### src/rtl/core/uuid_linear_probe_hash_table_macros.svh
// Assertion macros shared by the hash table RTL.
`ifndef UUID_LINEAR_PROBE_HASH_TABLE_MACROS_SVH
`define UUID_LINEAR_PROBE_HASH_TABLE_MACROS_SVH

// Same-cycle implication, checked out of reset.
`define LPHT_ASSERT_IMP(label, ante, cons, msg) \
  label: assert property (@(posedge clk_i) disable iff (!rst_ni) (ante) |-> (cons)) \
    else $error(msg);

// Next-cycle implication, checked out of reset.
`define LPHT_ASSERT_NXT(label, ante, cons, msg) \
  label: assert property (@(posedge clk_i) disable iff (!rst_ni) (ante) |=> (cons)) \
    else $error(msg);

`endif

### src/rtl/core/lpht_pkg.sv
// ----------------------------------------------------------------------------
// lpht_pkg
// Types and constants of the linear-probing identifier hash table.
// ----------------------------------------------------------------------------
package lpht_pkg;

  localparam int unsigned SLOTS        = 1024;
  localparam int unsigned SLOT_W       = $clog2(SLOTS);
  localparam int unsigned CNT_W        = SLOT_W + 1;
  localparam int unsigned PAYLOAD_BITS = 32;
  localparam int unsigned KEY_W        = 64;
  localparam int unsigned HASH_W       = 32;
  localparam int unsigned SIZE_W       = 11;
  localparam int unsigned FIFO_DEPTH   = 2;
  localparam logic [SIZE_W-1:0] SIZE_RESET = 11'd1024;

  localparam logic [1:0] ADDR_TABLE_SIZE = 2'd0;

  typedef enum logic [1:0] {
    KIND_INSERT = 2'd0,
    KIND_LOOKUP = 2'd1,
    KIND_NEXT   = 2'd2,
    KIND_CLEAR  = 2'd3
  } kind_e;

  typedef enum logic [2:0] {
    ST_NEW      = 3'd0,
    ST_MATCH    = 3'd1,
    ST_NOTFOUND = 3'd2,
    ST_FULL     = 3'd3,
    ST_END      = 3'd4,
    ST_ZERO     = 3'd5
  } status_e;

  typedef enum logic [1:0] {
    FE_IDLE,
    FE_DIV,
    FE_PUSH
  } fe_state_e;

  typedef enum logic [1:0] {
    BE_SWEEP,
    BE_IDLE,
    BE_READ,
    BE_EVAL
  } be_state_e;

  typedef struct packed {
    kind_e       kind;
    logic [63:0] key_low;
    logic [63:0] key_high;
    logic [31:0] payload_in;
    logic [9:0]  prev_slot;
    logic        has_prev;
  } cmd_t;

  typedef struct packed {
    status_e     status;
    logic [9:0]  slot;
    logic [10:0] probe_count;
    logic [31:0] payload_out;
    logic [63:0] found_key_low;
    logic [63:0] found_key_high;
  } res_t;

  typedef struct packed {
    cmd_t              cmd;
    logic [SLOT_W-1:0] home;
  } job_t;

endpackage

### src/rtl/core/lpht_fifo.sv
// ----------------------------------------------------------------------------
// lpht_fifo
// Short job queue between the hashing front and the probing back.
// ----------------------------------------------------------------------------
`include "uuid_linear_probe_hash_table_macros.svh"

module lpht_fifo import lpht_pkg::*; (
  input  logic clk_i,
  input  logic rst_ni,
  input  logic push_i,
  input  job_t job_i,
  output logic full_o,
  input  logic pop_i,
  output job_t job_o,
  output logic empty_o
);

  localparam int unsigned PTR_W = $clog2(FIFO_DEPTH);

  job_t                 buf_q [FIFO_DEPTH];
  logic [PTR_W-1:0]     wr_q, rd_q;
  logic [PTR_W:0]       cnt_q;

  always_ff @(posedge clk_i or negedge rst_ni) begin
    if (!rst_ni) begin
      wr_q  <= '0;
      rd_q  <= '0;
      cnt_q <= '0;
    end else begin
      if (push_i) begin
        wr_q <= (wr_q == PTR_W'(FIFO_DEPTH - 1)) ? '0 : wr_q + 1'b1;
      end
      if (pop_i) begin
        rd_q <= (rd_q == PTR_W'(FIFO_DEPTH - 1)) ? '0 : rd_q + 1'b1;
      end
      cnt_q <= cnt_q + (PTR_W+1)'(push_i) - (PTR_W+1)'(pop_i);
    end
  end

  always_ff @(posedge clk_i) begin
    if (push_i) begin
      buf_q[wr_q] <= job_i;
    end
  end

  assign job_o   = buf_q[rd_q];
  assign full_o  = (cnt_q == (PTR_W+1)'(FIFO_DEPTH));
  assign empty_o = (cnt_q == '0);

  `LPHT_ASSERT_IMP(a_no_overflow, push_i, !full_o, "push into a full queue")
  `LPHT_ASSERT_IMP(a_no_underflow, pop_i, !empty_o, "pop from an empty queue")

endmodule

### config.mk
export PLATFORM = sky130hd
export DESIGN_NAME = lpht_fifo
export DESIGN_NICKNAME = d
export VERILOG_FILES = /design/src/rtl/core/lpht_pkg.sv /design/src/rtl/core/lpht_fifo.sv
export VERILOG_INCLUDE_DIRS = /design/src /design/src/rtl/core
export SDC_FILE = /design/constraint.sdc
export NUM_CORES = 1
export LEC_CHECK = 0
export ABC_AREA = 1
export BUFFER_PORTS_ARGS = -buffer_cell sky130_fd_sc_hd__buf_2
export CORE_MARGIN = 4
export CORE_UTILIZATION = 53
export CTS_CLUSTER_SIZE = 25
export DETAILED_ROUTE_END_ITERATION = 10
export PLACE_DENSITY = 0.8
export SETUP_SLACK_MARGIN = 0.1
export SYNTH_ARGS = -nofsm -noshare
export SYNTH_HDL_FRONTEND = slang
export SYNTH_SLANG_ARGS = --single-unit
export TNS_END_PERCENT = 30
### constraint.sdc
create_clock -name clk_i -period 11.2 [get_ports clk_i]
set_input_delay 2.24 -clock clk_i [delete_from_list [all_inputs] [get_ports clk_i]]
set_output_delay 2.24 -clock clk_i [all_outputs]
set_load 0.01 [all_outputs]
==> PnR_summary.wiki <==
{| class="wikitable"
! Metric !! Value
|-
| Run status || completed
|-
| Sinks on Clock Net || 370
|-
| Least-Margin Pin Slew || ~1.2 ns
|-
| Average wire length per cell after detail routing || ~17 um
|-
| Syn Std Cell Area || 0.0145 mm2
|-
| First-pass DRT Iterations || 4
|-
| Number of distinct library cell variants in the gate-level netlist after synthesis || 16
|-
| Clock period minus final worst setup slack || around 5.3 ns
|-
| PnR Total Power || 4.50 mW
|-
| Maximum fanout encountered on the critical timing path || 95
|-
| Total met3 wirelength after detailed routing || around 2.6 mm
|-
| Portion of the post-synthesis area used by sequential elements || 76.6%
|-
| Number of rows created at floorplan || 60
|-
| Yosys top cell area share || 75.9%
|-
| Cell family contributing the most delay on the critical path || buffers and inverters
|-
| M1 WL || 11.2 mm
|-
| Antenna violations before repair || 10
|-
| Final Hold Fails || 0
|-
| Via count of the first global-routing pass || ~9,000
|-
| Maximum single-stage delay on the critical path || slightly above 1 ns
|-
| Crit path kind || reg -> out
|-
| Total of hold buffers inserted after clock tree synthesis || 0
|-
| RSZ-0062 raised after global routing || false
|-
| Clock latency on the worst-skew pair || between 0.5 and 0.6 ns
|-
| TritonCTS clock tree || yes
|-
| Max capacitance violation total || 0
|-
| Number of H-tree levels || 2
|-
| Slowest library cell on the worst path || dfrtp_4
|-
| Vias after detailed routing || between 8,000 and 9,000
|-
| Cell Chain, Critical Path || buf_4 -> nand2_1 -> o21ai_2 -> buf_2
|-
| Tcrit/Tclk final || approximately 47%
|-
| Post-CTS Repair Setup Buffers || 0
|-
| # port buffers || between 300 and 400
|-
| Detailed-route DRC error count || 0
|-
| Post-Synthesis Net Count || 1,170
|-
| Register bit count reported by yosys || between 300 and 400
|-
| Aggregate global-route resource usage || between 10% and 20%
|-
| Placeable core region || approximately 0.027 mm2
|-
| Ratio of routed vias to standard cells || a little under 5
|-
| DIE AREA || between 0.03 and 0.04 mm2
|-
| EDFF count, synth || around 370
|-
| Max Clk Rate || roughly 190 MHz
|-
| Post-detailed-routing wire length || between 20 and 30 mm
|-
| Main area contributors after synthesis || edfxtp_1 (76%), o21ai_2 (9.1%), inv_1 (4.9%), nand2_1 (4.9%), buf_6 (2.6%)
|-
| Inserted Clock Buffers || 37
|-
| Critical path data arrival time || just over 3 ns
|-
| DP Wirelength || about 20 mm
|-
| Critical Path Sink Type || output port
|-
| Final hold slack || roughly 0.54 ns
|-
| Biggest area consumer among synthesized cells || edfxtp_1
|-
| Die height || about 170 um
|-
| Post-route antenna net violation count || 0
|-
| Pleak || 7.46 nW
|-
| Boundary Pins || about 370
|-
| TNS Setup || 0 ns
|-
| Number of DRC markers after the initial detailed-route iteration || around 580
|-
| Post-synthesis instance total || 981
|-
| Net count reported at finish || between 1,500 and 2,000
|-
| Crit path buf inv count || 2
|-
| Cell Count, Final, Fillers Out || roughly 1,700
|-
| Global-route wire length before repair || between 40 and 50 mm
|-
| Worst min path class || reg -> reg
|-
| VDD IR max || ~0.2 mV
|-
| Normalized max-slew margin || approximately 22%
|-
| Buffer type at the clock tree root || clkbuf_16
|-
| Leading cell types by count after synthesis || edfxtp_1 (366), inv_1 (190), nand2_1 (189), o21ai_2 (150), buf_6 (33)
|-
| Final Skew || 0.0136 ns
|-
| Area Growth Syn to Fin || 21.0%
|-
| Worst setup SP type || flop
|-
| Primary flip-flop cell chosen by synthesis mapping || edfxtp_1
|-
| Gr ovfl total || 0
|-
| Data required time of the worst path || between 8 and 9 ns
|-
| Maximum count of clock buffers along a single path || 3
|-
| Uppermost layer routed || met5
|-
| Synth Area per Inst || about 15 um2
|-
| Clock slew at the register clock pins of the worst setup and hold paths || 0.06 ns
|-
| Most common cell in the synthesized netlist || edfxtp_1
|-
| Share of layout cells above drive strength 1 || between 40% and 50%
|-
| Post-cts resize count || 0
|-
| Ys Warns || 0
|-
| Initial cell density of the core || a little over half
|-
| Pin count of the biggest net entering global routing || roughly 200
|-
| Horizontal die dimension || approximately 170 um
|-
| Total count of max-transition violations in the final report || 0
|-
| Routed length on met2 || around 15 mm
|-
| Final weighted congestion of routability-driven global placement || between 0.7 and 0.8
|-
| Async set or reset register ratio after synthesis || under 10%
|-
| # setup viols final || 0
|-
| Power density normalized to cell area || about 260 mW/mm2
|-
| Cell count after placement || approximately 1,700
|}
[per-layer routing]
layer | global-route usage (%) | up-vias
met5 | 0 | -
met3 | 6.17 | 61
met2 | 32.5 | 339
li1 | - | 4134
met4 | 6.52 | 8
met1 | 23.0 | 4043
[report_power, final]
part,switching [mW],internal (mW),leakage (nW),total [mW]
registers,0.110,1.84,3.48,1.95
logic,0.933,0.488,3.44,1.42
clock network,0.475,0.649,0.536,1.12
total,1.52,2.98,7.46,4.50
[area by class of cell]
cell class                      count  area, um2
Sequential cell                   370      11100
Fill cell                        1928       9430
Multi-Input combinational cell    380       2250
Timing Repair Buffer              377       1910
Clock buffer                       53       1050
Inverter                          190        718
Tap cell                          341        427
Clock inverter                     12       52.6
Antenna cell                        6       15.0
[per-stage QoR]
step | instance area (um2) | worst slack, ns | utilization [%]
2_1_floorplan | 14500 | 0.538 | -
3_3_place_gp | 16400 | 6.43 | 60.9
3_5_place_dp | 16400 | 6.39 | 60.9
4_1_cts | 17500 | 5.80 | 65.0
5_1_grt | 17500 | 5.61 | 65.0
6_report | 17500 | 5.89 | 65.0
[cell families after synthesis]
family                     synth area share, %
DFF                                       76.6
adders and majority gates                0.173
AOI/OAI and AO/OA                         10.2
xor gates and xnor gates                 0.121
buffers and inverters                     7.90
and+or+nand+nor                           5.01
[worst paths after layout]
| path | startpoint | to | slack, ns | cells past startpoint |
|---|---|---|---|---|
| max | rd_q | job_o[53] | 5.89 | 4 |
| max in group asynchronous | rst_ni | rd_q | 9.51 | 1 |
| min in group asynchronous | rst_ni | cnt_q[0] | 1.54 | 1 |
| min | wr_q | wr_q | 0.54 | 1 |
| min reg2reg | wr_q | wr_q | 0.54 | 1 |
| max reg2reg | wr_q | buf_q[1][119] | 8.59 | 3 |
[registers in the layout (all words and copies together) (netlist names)]
name / cells
buf_q: 366
cnt_q: 2
rd_q: 1
wr_q: 1
[cells in the final DEF (no fill, tap or decap)]
cell type and instances:
ha_1 2, nand2_1 189, xor2_1 2, inv_1 189
nor2_4 1, edfxtp_1 366, clkbuf_1 12, nand3_1 1
clkbuf_8 2, nor2_1 2, buf_4 5, buf_12 1
o21ai_2 150, dfrtp_4 1, o21ai_1 14, o21ai_0 19
clkbuf_16 39, buf_2 371, diode_2 6, dfrtp_1 3
clkinv_2 2, inv_6 2, clkinv_1 9
No activity file was read; power rests on OpenSTA's default activity.
