--- config.mk ---
export PLATFORM = sky130hd
export DESIGN_NAME = lpht_front
export DESIGN_NICKNAME = d
export VERILOG_FILES = /design/src/rtl/core/uuid_linear_probe_hash_table_macros.svh /design/src/rtl/core/lpht_pkg.sv /design/src/rtl/core/lpht_front.sv
export SDC_FILE = /design/constraint.sdc
export NUM_CORES = 1
export LEC_CHECK = 0
export BUFFER_PORTS_ARGS = -buffer_cell sky130_fd_sc_hd__clkbuf_2
export CAP_MARGIN = 25
export CORE_MARGIN = 5
export CORE_UTILIZATION = 25
export DETAILED_ROUTE_END_ITERATION = 16
export GPL_ROUTABILITY_DRIVEN = 0
export HOLD_SLACK_MARGIN = 0.02
export PLACE_DENSITY_LB_ADDON = 0.15
export REMOVE_ABC_BUFFERS = 1
export SLEW_MARGIN = 25
export SYNTH_ARGS = -nofsm -noshare
export SYNTH_HDL_FRONTEND = slang
export SYNTH_SLANG_ARGS = --single-unit
--- constraint.sdc ---
create_clock -name clk_i -period 5.2 [get_ports clk_i]
set_input_delay 0.26 -clock clk_i [delete_from_list [all_inputs] [get_ports clk_i]]
set_output_delay 0.26 -clock clk_i [all_outputs]
set_load 0.01 [all_outputs]
--- src/rtl/core/uuid_linear_probe_hash_table_macros.svh ---
// Assertion macros shared by the hash table RTL.
`ifndef UUID_LINEAR_PROBE_HASH_TABLE_MACROS_SVH
`define UUID_LINEAR_PROBE_HASH_TABLE_MACROS_SVH

// Same-cycle implication, checked out of reset.
`define LPHT_ASSERT_IMP(label, ante, cons, msg) \
  label: assert property (@(posedge clk_i) disable iff (!rst_ni) (ante) |-> (cons)) \
    else $error(msg);

// Next-cycle implication, checked out of reset.
`define LPHT_ASSERT_NXT(label, ante, cons, msg) \
  label: assert property (@(posedge clk_i) disable iff (!rst_ni) (ante) |=> (cons)) \
    else $error(msg);

`endif

--- src/rtl/core/lpht_pkg.sv ---
// ----------------------------------------------------------------------------
// lpht_pkg
// Types and constants of the linear-probing identifier hash table.
// ----------------------------------------------------------------------------
package lpht_pkg;

  localparam int unsigned SLOTS        = 1024;
  localparam int unsigned SLOT_W       = $clog2(SLOTS);
  localparam int unsigned CNT_W        = SLOT_W + 1;
  localparam int unsigned PAYLOAD_BITS = 32;
  localparam int unsigned KEY_W        = 64;
  localparam int unsigned HASH_W       = 32;
  localparam int unsigned SIZE_W       = 11;
  localparam int unsigned FIFO_DEPTH   = 2;
  localparam logic [SIZE_W-1:0] SIZE_RESET = 11'd1024;

  localparam logic [1:0] ADDR_TABLE_SIZE = 2'd0;

  typedef enum logic [1:0] {
    KIND_INSERT = 2'd0,
    KIND_LOOKUP = 2'd1,
    KIND_NEXT   = 2'd2,
    KIND_CLEAR  = 2'd3
  } kind_e;

  typedef enum logic [2:0] {
    ST_NEW      = 3'd0,
    ST_MATCH    = 3'd1,
    ST_NOTFOUND = 3'd2,
    ST_FULL     = 3'd3,
    ST_END      = 3'd4,
    ST_ZERO     = 3'd5
  } status_e;

  typedef enum logic [1:0] {
    FE_IDLE,
    FE_DIV,
    FE_PUSH
  } fe_state_e;

  typedef enum logic [1:0] {
    BE_SWEEP,
    BE_IDLE,
    BE_READ,
    BE_EVAL
  } be_state_e;

  typedef struct packed {
    kind_e       kind;
    logic [63:0] key_low;
    logic [63:0] key_high;
    logic [31:0] payload_in;
    logic [9:0]  prev_slot;
    logic        has_prev;
  } cmd_t;

  typedef struct packed {
    status_e     status;
    logic [9:0]  slot;
    logic [10:0] probe_count;
    logic [31:0] payload_out;
    logic [63:0] found_key_low;
    logic [63:0] found_key_high;
  } res_t;

  typedef struct packed {
    cmd_t              cmd;
    logic [SLOT_W-1:0] home;
  } job_t;

endpackage

--- src/rtl/core/lpht_front.sv ---
// ----------------------------------------------------------------------------
// lpht_front
// Accepts commands and works out the home slot, one quotient bit a cycle.
// ----------------------------------------------------------------------------
module lpht_front import lpht_pkg::*; (
  input  logic             clk_i,
  input  logic             rst_ni,
  input  logic             start_i,
  input  cmd_t             cmd_i,
  input  logic [CNT_W-1:0] size_i,
  input  logic             hold_i,
  output logic             busy_o,
  input  logic             full_i,
  output logic             push_o,
  output job_t             job_o
);

  fe_state_e         state_q, state_d;
  cmd_t              cmd_q, cmd_d;
  logic [HASH_W-1:0] div_q, div_d;
  logic [CNT_W-1:0]  rem_q, rem_d;
  logic [4:0]        bit_q, bit_d;
  logic [CNT_W:0]    trial;

  always_ff @(posedge clk_i or negedge rst_ni) begin
    if (!rst_ni) begin
      state_q <= FE_IDLE;
      bit_q   <= '0;
    end else begin
      state_q <= state_d;
      bit_q   <= bit_d;
    end
  end

  always_ff @(posedge clk_i) begin
    cmd_q <= cmd_d;
    div_q <= div_d;
    rem_q <= rem_d;
  end

  always_comb begin
    state_d = state_q;
    cmd_d   = cmd_q;
    div_d   = div_q;
    rem_d   = rem_q;
    bit_d   = bit_q;
    push_o  = 1'b0;
    trial   = {rem_q, div_q[HASH_W-1]};
    unique case (state_q)
      FE_IDLE: begin
        if (start_i && !hold_i) begin
          cmd_d   = cmd_i;
          div_d   = cmd_i.key_low[HASH_W-1:0];
          rem_d   = '0;
          bit_d   = '0;
          state_d = FE_DIV;
        end
      end
      FE_DIV: begin
        // restoring step: shift in one dividend bit, subtract if it fits
        if (trial >= {1'b0, size_i}) begin
          rem_d = CNT_W'(trial - {1'b0, size_i});
        end else begin
          rem_d = CNT_W'(trial);
        end
        div_d = {div_q[HASH_W-2:0], 1'b0};
        bit_d = bit_q + 5'd1;
        if (bit_q == 5'(HASH_W - 1)) begin
          state_d = FE_PUSH;
        end
      end
      FE_PUSH: begin
        if (!full_i) begin
          push_o  = 1'b1;
          state_d = FE_IDLE;
        end
      end
      default: state_d = FE_IDLE;
    endcase
  end

  assign busy_o     = (state_q != FE_IDLE) || hold_i;
  assign job_o.cmd  = cmd_q;
  assign job_o.home = SLOT_W'(rem_q);

endmodule

==> impl_metrics.env, run 1 <==
export IMPL_diodes=0
export IMPL_status="finished, final reports clean"
export IMPL_cts_tree="done"
export IMPL_worstSetupPathType="reg2reg"
export IMPL_clk_latency_ps=540
export IMPL_synth_ff_type="edfxtp_1"
export IMPL_crit_fanout=9
export IMPL_fin_crit_sh_pct=50.7
export IMPL_ant_nets=0
export IMPL_yosysTopAreaCell="edfxtp_1"
export IMPL_io_buffer_count=373
export IMPL_syn_area_per_cell_um2=16.8
export IMPL_grtUsageTotal_pct=12.9
export IMPL_drc_errors=0
export IMPL_viasPerCell=4.09
export IMPL_synth_warnings=0
export IMPL_antenna_found_initial=0
export IMPL_comb_power_share_pct=23.0
export IMPL_num_vias=5950
export IMPL_ff2ff_path_depth=9
export IMPL_cts_resized=0
export IMPL_grt_start_max_net_pins=94
export IMPL_rr_startpoint="div_q[31]$_DFFE_PP_"
export IMPL_final_cells=1455
export IMPL_power_switching_uw=1610
export IMPL_synth_edf_count=216
export IMPL_clock_power_share_pct=32.1
export IMPL_syn2layout_area_growth_pct=61.2
export IMPL_yosysUniqueCellTypes=43
export IMPL_wl_um=24400
export IMPL_nNetsFinal=1237
export IMPL_synth_area_um2=8010
export IMPL_path_cells="inv_1, ha_1, fa_1, nand2b_2, a21oi_4, o21ai_2, a21oi_1, nand2_1, o31ai_1"
export IMPL_cts_buffers=27
export IMPL_cts_setup_buffers=0
export IMPL_synth_area_top_cells="edfxtp_1, nand2_1, dfrtp_1, ha_1, buf_4"
export IMPL_worstSetupEndpointType="flip-flop"
export IMPL_num_fill_cells=2966
export IMPL_cp_top_family="compound AO/OA/AOI/OAI gates"
export IMPL_placed_cells=1231
export IMPL_grt_pass1_wl_um=36600
export IMPL_hold_buffers=175
export IMPL_tns_ps=0
export IMPL_rsz0062_at_grt="no"
export IMPL_synth_top_area_share_pct=80.9
export IMPL_first_iter_violations=224
export IMPL_seqPwrFrac_pct=44.9
export IMPL_p_leak_uw=0.00550
export IMPL_finalMaxSlewViolations=0
export IMPL_die_area_um2=35700
export IMPL_period_minus_slack_ps=2640
export IMPL_worstMarginPinSlew_ps=905
export IMPL_cpPeakStageDelay_ps=550
export IMPL_hold_class="in2async"
export IMPL_io_pins=374
export IMPL_hold_viol=0
export IMPL_path_clk_slew_ps=60
export IMPL_synth_seq_cells=223
export IMPL_ys_seq_area_share_pct=83.1
export IMPL_cts_root_buf="clkbuf_16"
export IMPL_die_h_um=189
export IMPL_vdd_ir_drop_worst_mv=0.324
export IMPL_stdcell_area_um2=12900
export IMPL_crit_buf_inv=1
export IMPL_switching_share_pct=28.9
export IMPL_wire_per_inst_um=16.8
export IMPL_row_count=65
export IMPL_syn_instance_count=476
export IMPL_slew_headroom_pct=39.6
export IMPL_fmax_ghz=0.379
export IMPL_power_internal_uw=3960
export IMPL_grt_overflow_total=0
export IMPL_powerDensity_nw_per_um2=431
export IMPL_critPathLaunchType="flip-flop"
export IMPL_start_util_pct=25.3
export IMPL_ff2ff_setup_slack_ps=2560
export IMPL_fp_dieW_um=189
export IMPL_p_total_uw=5570
export IMPL_required_ps=5560
export IMPL_fin_ws_ps=2560
export IMPL_fin_skew_ps=17.8
export IMPL_dr_pass1_iters=4
export IMPL_pre_cts_slack_ps=2500
export IMPL_cts_buffer_depth=3
export IMPL_cp_arrival_ps=3000
export IMPL_maxCapViolations=0
export IMPL_core_area_um2=31600
export IMPL_drive_gt1_share_pct=40.1
export IMPL_setup_viol=0
export IMPL_grt_pass1_vias=6235
export IMPL_clock_sinks=223
export IMPL_async_flop_share_pct=3.14
export IMPL_hpwl_um=16900
export IMPL_htreeDepth=1
export IMPL_crit_slowest_cell="a21oi_1"
export IMPL_dpl_cell_area_um2=10300
export IMPL_reg2reg_to="rem_q[9]$_SDFFCE_PN0P_"
## cells in the final DEF, fill, tap and decap left out, types with 2 or more instances in the layout
cell,n
clkbuf_2,373
edfxtp_1,216
dlygate4sd3_1,175
nand2_1,113
clkbuf_16,27
inv_1,15
ha_1,13
a21oi_1,11
o21ai_0,9
clkinv_1,9
nand3_1,8
nor2_1,8
dfrtp_1,7
nor3_1,5
o21ai_1,5
clkinv_2,4
o21a_1,3
and2_1,3
a211oi_1,3
clkinvlp_4,3
xor2_1,2
and4_1,2
o21ai_2,2
a21o_1,2
or3_1,2
xnor2_1,2
nand2b_1,2
bufinv_16,2
clkbuf_1,2
buf_12,2
## layer usage
layer	up-vias	part of all wire (%)	track usage, %	wire length, um
met5	-	0	0	0
li1	2857	-	-	-
met2	237	50	23.1	12300
met1	2822	40	15.4	9740
met3	34	7.3	3.45	1770
met4	0	2.6	3.34	639
## cell usage after synthesis (all sizes together) (4+ instances only)
master and number:
edfxtp 216, nand2 114, inv 16, o21ai 16
buf 13, ha 13, a21oi 12, clkbuf 8
nand3 8, nor2 8, dfrtp 7, nor3 5
nand2b 4
## how the worst max path moves through the flow
stage | endpoint | startpoint | slack, ps | cells after the start
after floorplan | bit_q[1]$_DFFE_PN0P_ | state_q[0]$_DFFE_PN0P_ | 370 | 4
after global placement | bit_q[2]$_DFFE_PN0P_ | state_q[1]$_DFFE_PN0P_ | 2310 | 5
after detailed placement | rem_q[9]$_SDFFCE_PN0P_ | div_q[31]$_DFFE_PP_ | 2500 | 9
after CTS | rem_q[9]$_SDFFCE_PN0P_ | div_q[31]$_DFFE_PP_ | 2480 | 9
after global routing | rem_q[9]$_SDFFCE_PN0P_ | div_q[31]$_DFFE_PP_ | 2320 | 9
final | rem_q[9]$_SDFFCE_PN0P_ | div_q[31]$_DFFE_PP_ | 2560 | 9
## cell families after synthesis
kind of cell    synth area share [%]
fa+ha+maj                       2.28
simple gates                    8.23
buf+inv                         2.30
xor+xnor                       0.437
compound gates                  3.62
flops                           83.1
## power by group through the flow
stage | logic (uW) | clock network, uW | registers, uW
final | 1280 | 1790 | 2500
after CTS | 1310 | 1860 | 2500
after floorplan | 699 | 0 | 2590
after global placement | 1180 | 0 | 2530
after detailed placement | 1190 | 0 | 2530
after global routing | 1450 | 1930 | 2530
## final cells by class
class	instances	area (um^2)	share of cell area [%]
Sequential cell	223	6660	51.6
Timing Repair Buffer	550	3660	28.3
Multi-Input combinational cell	216	1190	9.21
Clock buffer	29	683	5.29
Tap cell	402	503	3.89
Clock inverter	19	156	1.21
Inverter	16	65.1	0.504
## flip-flops by register name, indices dropped and copies added (netlist names)
signal and cells:
rem_q 11, job_o 173, state_q 2, div_q 32, bit_q 5
## per-stage QoR
stage / hold slack, ps / utilization [%]
after floorplan: -35.6 / -
after global placement: 117 / 32.5
after detailed placement: 113 / 32.6
after CTS: 76.4 / 40.8
after global routing: 90.1 / 40.8
final: 104 / 40.8
Note: power is estimated with default switching activity, not from simulation.
==> run 2: changes to the inputs <==
- clock period: 5.2 -> 2.35 ns (I/O delays scaled with it)
==> run 2 against run 1 <==
Non-clock buffer count rose by 13. Power is 130% higher. Core utilization is 0.60 points higher. Combinational power grew 140%. Largest cell class unchanged. Maximum frequency is 20% higher. Sequential cell count is the same. Final area increased by 1.5%. Critical path depth is the same. Worst setup slack got worse by 2400 ps.
==> impl_metrics.env, run 2 (synthesized netlist as in run 1, its figures left out) <==
export IMPL_status="finished, final reports clean"
export IMPL_grt_start_max_net_pins=72
export IMPL_drive_gt1_share_pct=41.4
export IMPL_powerDensity_nw_per_um2=975
export IMPL_required_ps=2730
export IMPL_worstSetupPathType="reg2reg"
export IMPL_cts_buffers=26
export IMPL_grt_overflow_total=0
export IMPL_rsz0062_at_grt="no"
export IMPL_slew_headroom_pct=70.7
export IMPL_period_minus_slack_ps=2190
export IMPL_path_clk_slew_ps=50
export IMPL_worstHoldPathCells=3
export IMPL_io_buffer_count=373
export IMPL_met1_length_um=9850
export IMPL_critPathLaunchType="flip-flop"
export IMPL_drc_errors=0
export IMPL_ff_latch_area_um2=6660
export IMPL_final_core_util_pct=41.4
export IMPL_cts_buffer_depth=3
export IMPL_p_total_uw=12800
export IMPL_maxCapViolations=0
export IMPL_io_pins=374
export IMPL_vdd_ir_drop_worst_mv=0.819
export IMPL_num_fill_cells=3011
export IMPL_core_area_um2=31600
export IMPL_ff2ff_path_depth=9
export IMPL_die_area_um2=35700
export IMPL_timing_hold_ws_ps=59.4
export IMPL_nNetsFinal=1249
export IMPL_fin_crit_sh_pct=93.2
export IMPL_hold_viol=0
export IMPL_clk_latency_ps=530
export IMPL_crit_slowest_cell="or3_1"
export IMPL_tns_ps=0
export IMPL_fin_skew_ps=11.3
export IMPL_multi_input_area_um2=1210
export IMPL_first_iter_violations=168
export IMPL_placed_cells=1242
export IMPL_hold_class="in2reg"
export IMPL_row_count=65
export IMPL_fp_dieW_um=189
export IMPL_num_vias=5964
export IMPL_crit_fanout=4
export IMPL_start_util_pct=25.3
export IMPL_grtUsageTotal_pct=13.1
export IMPL_die_h_um=189
export IMPL_ant_nets=0
export IMPL_cpPeakStageDelay_ps=400
export IMPL_p_leak_uw=0.00560
export IMPL_cp_arrival_ps=2570
export IMPL_final_cell_mix="clkbuf_2, edfxtp_1, dlygate4sd3_1"
export IMPL_viasPerCell=4.07
export IMPL_largest_reg_flops=173
export IMPL_grt_pass1_wl_um=36900
export IMPL_highest_layer="met4"
export IMPL_worstMarginPinSlew_ps=438
export IMPL_met2WireLength_um=12400
export IMPL_finalMaxSlewViolations=0
export IMPL_setup_viol=0
export IMPL_path_cells="inv_1, ha_1, fa_2, nand2b_4, a21oi_4, o21ai_2, a21o_1, or3_1, a21oi_2"
export IMPL_grt_pass1_vias=6286
export IMPL_layout_commonest_cell="clkbuf_2"
export IMPL_worst_path_stages=9
export IMPL_fmax_ghz=0.457
export IMPL_cts_tree="done"
export IMPL_cp_top_family="simple AND/OR/NAND/NOR gates"
export IMPL_wl_um=24900
export IMPL_syn2layout_area_growth_pct=63.6
export IMPL_hpwl_um=17300
export IMPL_clock_sinks=223
export IMPL_worstSetupEndpointType="flip-flop"
export IMPL_crit_buf_inv=1
export IMPL_dr_pass1_iters=4
export IMPL_wire_per_inst_um=17.0
export IMPL_antenna_found_initial=1
export IMPL_final_cells=1467
export IMPL_wl_met3_um=1990
export IMPL_cts_root_buf="clkbuf_16"
export IMPL_htreeDepth=1
[run 2: cell types whose count changed in the layout (fill, tap and decap cells not counted), sizes merged]
cell,change
buf,+11
bufinv,+3
clkinv,-2
clkinvlp,-2
diode,+1
dlygate4sd3,+2
inv,-1
[run 2: path summary, 6_finish.rpt]
path / from / slack [ps] / endpoint
min in group asynchronous: rst_ni / 550 / state_q[1]$_DFFE_PN0P_
worst max register to register: div_q[31]$_DFFE_PP_ / 160 / rem_q[4]$_SDFFCE_PN0P_
worst min-delay path: size_i[0] / 60 / rem_q[0]$_SDFFCE_PN0P_
worst min register to register: bit_q[2]$_DFFE_PN0P_ / 500 / bit_q[2]$_DFFE_PN0P_
worst max-delay path: div_q[31]$_DFFE_PP_ / 160 / rem_q[4]$_SDFFCE_PN0P_
max in group asynchronous: rst_ni / 1550 / bit_q[1]$_DFFE_PN0P_
[run 2: per-layer routing]
metal / track usage (%) / up-vias
met1: 15.5 / 2804
met5: 0 / -
li1: - / 2883
met4: 3.84 / 0
met3: 3.63 / 42
met2: 23.3 / 235
[run 2: through the flow]
stage / area (um^2) / worst slack, ps
2_1_floorplan: 7890 / -2480
3_3_place_gp: 10400 / 4.44
3_5_place_dp: 10400 / 27.3
4_1_cts: 13100 / 21.9
5_1_grt: 13100 / 13.5
6_report: 13100 / 160
[run 2: final cells by class]
class / instances / area share [%]
antenna: 1 / 0.0191
clock buffer: 29 / 5.05
clock inverter: 17 / 1.66
inverter: 16 / 0.496
multi-input combinational: 216 / 9.22
sequential: 223 / 50.8
tap: 402 / 3.84
timing repair buffer: 563 / 28.9
[run 2: worst register-to-register path: stages (launching register included)]
cell and delay, ps:
edfxtp_1 340, inv_1 40, ha_1 200, fa_2 340, nand2b_4 170, a21oi_4 140
o21ai_2 90, a21o_1 200, or3_1 400, a21oi_2 140
[run 2: power by group]
group | leakage, uW | total [uW] | switching, uW | internal, uW
Clock | 0.000429 | 4180 | 1610 | 2560
Sequential | 0.00211 | 5510 | 237 | 5270
Combinational | 0.00306 | 3080 | 1750 | 1330
Total | 0.00560 | 12800 | 3600 | 9170
[run 2: timing repair]
item | in CTS | in global routing
hold buffers | 177 | 0
gates resized for setup | 0 | 7
setup endpoints to repair | 0 | 6
hold endpoints to repair | 214 | 0
buffers inserted | 0 | 1
==> run 3: changes to the inputs <==
- PLACE_DENSITY_LB_ADDON: 0.15 -> not set
==> run 3 against run 2 <==
Non-clock buffer count is 8 higher. Critical path type unchanged. Worst hold slack improved by 38 ps. Clock skew decreased by 5.7 ps. Routed wire length increased by 7.6%. Worst setup slack worse by 77 ps.
==> impl_metrics.env, run 3 (synthesized netlist as in run 1, its figures left out) <==
export IMPL_dr_pass1_iters=4
export IMPL_die_h_um=189
export IMPL_p_total_uw=12700
export IMPL_period_minus_slack_ps=2270
export IMPL_antenna_found_initial=3
export IMPL_num_vias=6144
export IMPL_p_leak_uw=0.00561
export IMPL_clk_latency_ps=530
export IMPL_grtUsageTotal_pct=14.0
export IMPL_powerDensity_nw_per_um2=967
export IMPL_setup_viol=0
export IMPL_grt_overflow_total=0
export IMPL_crit_fanout=5
export IMPL_wire_per_inst_um=18.2
export IMPL_worstSetupEndpointType="flip-flop"
export IMPL_wl_um=26800
export IMPL_switching_share_pct=29.1
export IMPL_core_area_um2=31600
export IMPL_die_area_um2=35700
export IMPL_hpwl_um=18500
export IMPL_fin_ws_ps=83.2
export IMPL_power_switching_uw=3690
export IMPL_status="finished, final reports clean"
export IMPL_layout_commonest_cell="clkbuf_2"
export IMPL_largest_reg_flops=173
export IMPL_fp_dieW_um=189
export IMPL_final_cell_mix="clkbuf_2, edfxtp_1, dlygate4sd3_1"
export IMPL_htreeDepth=1
export IMPL_drive_gt1_share_pct=41.7
export IMPL_cp_arrival_ps=2540
export IMPL_fin_crit_sh_pct=96.5
export IMPL_path_cells="ha_1, and4_1, and2_1, a221oi_1, xor2_1, a2bb2oi_1, o21ai_1"
export IMPL_cts_buffer_depth=3
export IMPL_required_ps=2620
export IMPL_cts_tree="done"
export IMPL_worstMarginPinSlew_ps=402
export IMPL_finalMaxSlewViolations=0
export IMPL_row_count=65
export IMPL_multi_input_area_um2=1200
export IMPL_crit_slowest_cell="edfxtp_1"
export IMPL_syn2layout_area_growth_pct=63.9
export IMPL_hold_viol=0
export IMPL_slew_headroom_pct=72.9
export IMPL_maxCapViolations=0
export IMPL_clock_sinks=223
export IMPL_pre_cts_slack_ps=4.04
export IMPL_power_internal_uw=9010
export IMPL_grt_start_max_net_pins=47
export IMPL_fin_skew_ps=5.64
export IMPL_io_pins=374
export IMPL_cts_buffers=25
export IMPL_num_fill_cells=2887
export IMPL_ff_latch_area_um2=6660
export IMPL_hold_class="in2reg"
export IMPL_vdd_ir_drop_worst_mv=0.464
export IMPL_cts_root_buf="clkbuf_16"
export IMPL_worstSetupPathType="reg2reg"
export IMPL_start_util_pct=25.3
export IMPL_fmax_ghz=0.441
export IMPL_ant_nets=0
export IMPL_path_clk_slew_ps=60
export IMPL_grt_pass1_vias=6421
export IMPL_seqPwrFrac_pct=43.6
export IMPL_drc_errors=0
export IMPL_clock_power_share_pct=31.2
export IMPL_nNetsFinal=1256
export IMPL_grt_pass1_wl_um=39200
export IMPL_cpPeakStageDelay_ps=430
export IMPL_viasPerCell=4.17
export IMPL_io_buffer_count=373
export IMPL_first_iter_violations=273
export IMPL_comb_power_share_pct=25.3
export IMPL_critPathLaunchType="flip-flop"
==> run 3: power by group through the flow <==
stage / Clock [uW] / Combinational [uW] / Sequential [uW]
after floorplan: 0 / 1550 / 5720
after global placement: 0 / 2870 / 5570
after global routing: 4260 / 3610 / 5590
after detailed placement: 0 / 2930 / 5600
final: 3960 / 3210 / 5530
after CTS: 4080 / 3240 / 5530
==> run 3: worst paths after layout <==
check	depth (start not counted)	from	to	slack [ps]
min in group asynchronous	3	rst_ni	bit_q[0]$_DFFE_PN0P_	580
setup / recovery	7	rem_q[4]$_SDFFCE_PN0P_	rem_q[10]$_SDFFCE_PN0P_	80
max in group asynchronous	3	rst_ni	state_q[1]$_DFFE_PN0P_	1520
hold / removal	4	hold_i	state_q[0]$_DFFE_PN0P_	100
hold reg to reg	1	bit_q[2]$_DFFE_PN0P_	bit_q[2]$_DFFE_PN0P_	490
setup reg to reg	7	rem_q[4]$_SDFFCE_PN0P_	rem_q[10]$_SDFFCE_PN0P_	80
==> run 3: cell type report <==
class                           instances  share of cell area [%]
Tap cell                              402                    3.83
Antenna cell                            1                  0.0191
Inverter                               16                   0.495
Timing Repair Buffer                  571                    29.4
Sequential cell                       223                    50.7
Clock buffer                           35                    5.35
Multi-Input combinational cell        216                    9.16
Clock inverter                         11                    1.02
==> run 3: layer usage <==
layer | routed length [um] | share of wire (%) | global-route usage [%] | vias to the layer above
met3 | 2120 | 7.9 | 3.87 | 42
li1 | - | - | - | 2900
met2 | 13800 | 52 | 25.8 | 252
met1 | 10300 | 38 | 16.2 | 2946
met4 | 548 | 2.0 | 3.25 | 4
met5 | 25 | 0.093 | 0 | -
==> run 3: critical path, delay by kind of cell, from the launching register on <==
kind                     cells  cell delay [ps]
AO/OA/AOI/OAI                3              580
AND/OR/NAND/NOR              2              440
flip-flops                   1              430
adder cells (fa/ha/maj)      1              370
XOR/XNOR                     1              190
==> run 3: stage by stage <==
| step | TNS [ps] | util, % | cells | instance area (um^2) | hold WS, ps |
|---|---|---|---|---|---|
| after detailed placement | 0 | 33.1 | 1248 | 10500 | -29.8 |
| after CTS | 0 | 41.4 | 1473 | 13100 | 60.4 |
| final | 0 | 41.5 | 1475 | 13100 | 97.0 |
| after global placement | 0 | 33.1 | 1248 | 10500 | -33.2 |
| after floorplan | -431650 | - | 455 | 7890 | -178 |
| after global routing | -10.6 | 41.5 | 1475 | 13100 | 118 |
==> run 3: timing repair <==
item                       in CTS  in global routing
setup buffers                   1                  1
hold endpoints to repair      214                  0
cloned                          0                  0
hold buffers                  178                  0
setup endpoints to repair       2                  4
gates resized for setup         2                  4
